## src/hw/rtl/assert_macros.svh

```systemverilog
// ----------------------------------------------------------------------------
// Assertion macros
// Shared concurrent assertion forms, clocked on clk and disabled in reset.
// ----------------------------------------------------------------------------
`ifndef ASSERT_MACROS_SVH
`define ASSERT_MACROS_SVH

// same-cycle implication
`define ASSERT_IMPL(label, ante, cons) \
	label: assert property (@(posedge clk) disable iff (!arst_n) (ante) |-> (cons)) \
		else $error("same-cycle check failed");

// next-cycle implication
`define ASSERT_NEXT(label, ante, cons) \
	label: assert property (@(posedge clk) disable iff (!arst_n) (ante) |=> (cons)) \
		else $error("next-cycle check failed");

`endif

```

## src/hw/rtl/psb_pkg.sv

```systemverilog
// ----------------------------------------------------------------------------
// psb_pkg
// Widths and codes shared by the prime sieve bitmap modules.
// ----------------------------------------------------------------------------
package psb_pkg;

	localparam int NUM_W    = 17;
	localparam int NUM_MAX  = 131071;
	localparam int BASE_W   = 9;   // bases up to 363
	localparam int SQ_W     = 18;  // base squared and running multiple
	localparam int STATUS_W = 2;

	localparam logic [STATUS_W-1:0] ST_BUILT = 2'd0;
	localparam logic [STATUS_W-1:0] ST_PRIME = 2'd1;
	localparam logic [STATUS_W-1:0] ST_RANGE = 2'd2;

	localparam logic FUNC_BUILD = 1'b0;
	localparam logic FUNC_QUERY = 1'b1;

	localparam logic [NUM_W-1:0] RESET_LIMIT = 17'd100000;

endpackage

```

## src/hw/rtl/psb_wdiv.sv

```systemverilog
// ----------------------------------------------------------------------------
// psb_wdiv
// Splits a number into map word index and bit offset, two-stage pipeline.
// ----------------------------------------------------------------------------
module psb_wdiv #(
	parameter int WORD_BITS = 32,
	parameter int ADDR_W    = 12
) (
	input  logic                         clk,
	input  logic [psb_pkg::NUM_W-1:0]    n,
	output logic [ADDR_W-1:0]            word,
	output logic [$clog2(WORD_BITS)-1:0] bit_idx
);

	localparam int NW    = psb_pkg::NUM_W;
	localparam int BIT_W = $clog2(WORD_BITS);
	// shift wide enough that the rounded-up reciprocal gives an exact quotient
	localparam int SH    = NW + BIT_W + 1;
	localparam int PW    = SH + NW;
	localparam longint unsigned RECIP = ((64'd1 << SH) + WORD_BITS - 1) / WORD_BITS;

	logic [PW-1:0] prod;
	logic [NW-1:0] qw;
	logic [NW-1:0] q_s1;
	logic [NW-1:0] n_s1;

	assign prod = PW'(n) * PW'(RECIP);
	assign qw   = q_s1 * NW'(WORD_BITS);

	always_ff @(posedge clk) begin
		q_s1    <= prod[SH +: NW];
		n_s1    <= n;
		word    <= q_s1[ADDR_W-1:0];
		// remainder is below WORD_BITS, so low bits suffice
		bit_idx <= n_s1[BIT_W-1:0] - qw[BIT_W-1:0];
	end

endmodule

```

## config.mk

```make
export PLATFORM = sky130hd
export DESIGN_NAME = psb_wdiv
export DESIGN_NICKNAME = d
export VERILOG_FILES = /design/src/hw/rtl/assert_macros.svh /design/src/hw/rtl/psb_pkg.sv /design/src/hw/rtl/psb_wdiv.sv
export SDC_FILE = /design/constraint.sdc
export NUM_CORES = 1
export LEC_CHECK = 0
export ABC_AREA = 0
export BUFFER_PORTS_ARGS = -buffer_cell sky130_fd_sc_hd__buf_2
export CORE_ASPECT_RATIO = 1.2
export CORE_MARGIN = 4
export CORE_UTILIZATION = 36
export DETAILED_ROUTE_END_ITERATION = 7
export GPL_TIMING_DRIVEN = 0
export PLACE_DENSITY = 0.69
export SYNTH_ARGS = -nofsm -noshare
export SYNTH_HDL_FRONTEND = slang
export SYNTH_SLANG_ARGS = --single-unit
```

## constraint.sdc

```tcl
create_clock -name clk -period 0.8 [get_ports clk]
set_input_delay 0.04 -clock clk [delete_from_list [all_inputs] [get_ports clk]]
set_output_delay 0.04 -clock clk [all_outputs]
set_load 0.05 [all_outputs]
```

# --- After elaboration in Yosys (flattened, before gate mapping) ---
# Index checks and enable logic that the tools add are counted.
totals:
  out_inout_bits: 17
  word_cells: 4
  reg_bits: 34

# --- Longest topological paths before layout ---
logic_depth:
  depth_word: 0
  depth_mapped: 0

# --- Worst setup path after synthesis ---
# No wires, ideal clock.
synth_path:
  path_kind: "flip-flop to output port"
  from: "reg bit_idx[0]"
  to: "out bit_idx[0]"
  arrival_time_ps: 587
  stages_incl_launch_ff: 1
  path_slack_ps: 173
  path_cell_list: "dfxtp_1"
synth_lines:
  columns: ["item", "line_no", "rtl"]
  rows:
  - ["start, declared", "psb_wdiv.sv:12", "output logic [$clog2(WORD_BITS)-1:0] bit_idx"]
  - ["start signal, assigned", "psb_wdiv.sv:35", "bit_idx <= n_s1[BIT_W-1:0] - qw[BIT_W-1:0];"]
# No word-level cell between the ends.

# --- Worst setup path after layout ---
layout_path:
  from: "reg bit_idx[3]"
  to: "out bit_idx[3]"
# No word-level cell between the ends.

==> flow_metrics.tcl <==
set metrics [dict create \
    crit_buf_inv 1 \
    initial_utilization_pct 40.0 \
    fin_crit_sh_pct 107 \
    multiInputGateArea_sq_um 0 \
    cellPowerDensity_nw_per_um2 2430 \
    die_x_um 47.7 \
    rows 16 \
    syn2layout_area_growth_pct 89.2 \
    slew-limit-headroom_pct 92.8 \
    report.final.slew_viol_count 0 \
    start_kind "flip-flop" \
    nets 110 \
    grt_overflow 0 \
    drc 0 \
    syn-instance-count 34 \
    grt_pass1_vias 471 \
    status "finished with violations" \
    worst_ep_required_time_ns 0.76 \
    fmaxAchievable_ghz 1.17 \
    fin_area_sq_um 1290 \
    critPathMaxFanout 1 \
    grt_use_met1_pct 8.37 \
    grt.busiest_layer "met2" \
    hold_violations 0 \
    drtAntennaViolNets 0 \
    fin_skew_ns 0.00487 \
    grt_pass1_wl_um 2000 \
    failed_checks "setup timing" \
    timing_worst_setup_path_type "flip-flop to output port" \
    crit_family "flip-flops" \
    avgSynthCellArea_sq_um 20.0 \
    worstSkewPairLatency_ns 0.31 \
    leakagePower_nw 0.584 \
    detail_route.first_pass.iterations 3 \
    grt_use_total_pct 11.7 \
    boundaryPins 35 \
    arrival_ns 0.81 \
    htreeDepth 2 \
    synth_nets 52 \
    ys_seq_area_share_pct 100 \
    routedWlPerCell_um 11.8 \
    layout_setup_ws_ns -0.0529 \
    die_area_sq_um 2650 \
    wl_um 1310 \
    rsz0062_at_grt "true" \
    antenna_found_initial 0 \
    cts_max_path_buffers 2 \
    cts_sinks 34 \
    path_cells "buf_8" \
    peakVddDrop_mv 1.51 \
    ys_warn_count 0 \
    met2_usage_pct 19.8 \
    drt-initial-drc-count 8 \
    setup_viol 17 \
    clk_pin_slew_ns 0.09 \
    place_congestion 0.570 \
    end_kind "output port" \
    multi_input_comb_cells 0 \
    cts_tree "done" \
    crit_slowest_cell "dfxtp_2" \
    cts_root_buffer "clkbuf_4" \
    via_count 442 \
    ys_seq_elements 34 \
    slowest_delay_ns 0.36 \
    syn_area_sq_um 681 \
    cap_violations 0 \
    min_path_type "flip-flop to flip-flop" \
    worst_slew_pin_slew_ns 0.109 \
    die_height_um 55.6 \
    place_area_sq_um 873 \
    tns_ns -0.470 \
    use_met3_pct 11.7 \
    io_buffer_count 34 \
    core_sq_um 1700 \
    grt_max_degree 11 \
    synth_cell_type_count 1 \
    vias_per_cell 3.98 \
    numCtsBuffers 5 \
    fin_crit_ns 0.853 \
    drive_gt1_share_pct 62.4 \
    antennaDiodeCount 0 \
]
-- path summary, 6_finish.rpt --
path | startpoint | end | slack [ns] | depth (start not counted)
worst max-delay path | bit_idx[3]$_DFF_P_ | bit_idx[3] | -0.05 | 1
worst min-delay path | n_s1[0]$_DFF_P_ | bit_idx[0]$_DFF_P_ | 0.33 | 0
worst max register to register | q_s1[10]$_DFF_P_ | word[10]$_DFF_P_ | 0.39 | 0
worst min register to register | n_s1[0]$_DFF_P_ | bit_idx[0]$_DFF_P_ | 0.33 | 0
-- kinds of logic after synthesis --
| family | count (synthesis) | share of synthesized area [%] |
|---|---|---|
| flip-flops | 34 | 100 |
-- metal layers --
layer | wire (um) | part of all wire (%)
met1 | 376 | 29
met2 | 784 | 60
met3 | 143 | 11
met4 | 6 | 0.46
met5 | 0 | 0
-- power by group --
| part | leakage (nW) | switching [mW] | internal [mW] | total (mW) |
|---|---|---|---|---|
| Clock | 0.0353 | 0.481 | 0.426 | 0.907 |
| Sequential | 0.287 | 0.0361 | 1.79 | 1.83 |
| Combinational | 0.261 | 0.202 | 0.197 | 0.399 |
| Total | 0.584 | 0.719 | 2.41 | 3.13 |
-- cells in the mapped netlist --
library cell / number / area share (%)
dfxtp_1: 34 / 100
-- cells in the final DEF, fill, tap and decap left out --
cell,synthesis,final
buf_8,0,15
dfxtp_1,34,17
clkbuf_4,0,5
clkinv_2,0,1
dfxtp_2,0,17
dlygate4sd3_1,0,17
buf_6,0,2
buf_2,0,17
clkbuf_1,0,1
clkbuf_8,0,1
-- area by class of cell --
type	count	area, sq um
clock inverters	1	5.00
clock buffers	7	55.1
flip-flops and latches	34	702
well taps	18	22.5
fillers	107	414
repair buffers	51	503
-- state kept, by name, summed over array words and instances (netlist names) --
name,flops
bit_idx,5
n_s1,5
q_s1,12
word,12
-- what timing repair did --
item / 4_1_cts / 5_1_grt
gates resized for setup: 60 / 6
setup buffers: 0 / 0
endpoints found under the setup margin: 17 / 17
hold buffers: 17 / 0
pin swaps: 0 / 0
endpoints found under the hold margin: 17 / 0
-- metrics by stage --
stage	utilization [%]	total power [mW]	setup slack [ns]	cells	hold WS, ns
2_1_floorplan	-	2.00	0.173	34	0.0677
3_5_place_dp	51.3	2.09	0.216	86	0.144
4_1_cts	74.3	3.17	-0.0594	111	0.330
6_report	75.7	3.13	-0.0529	111	0.328
5_1_grt	75.7	3.29	-0.117	111	0.334
3_3_place_gp	51.3	2.08	0.219	86	0.143
(Power assumes the default switching activity.)
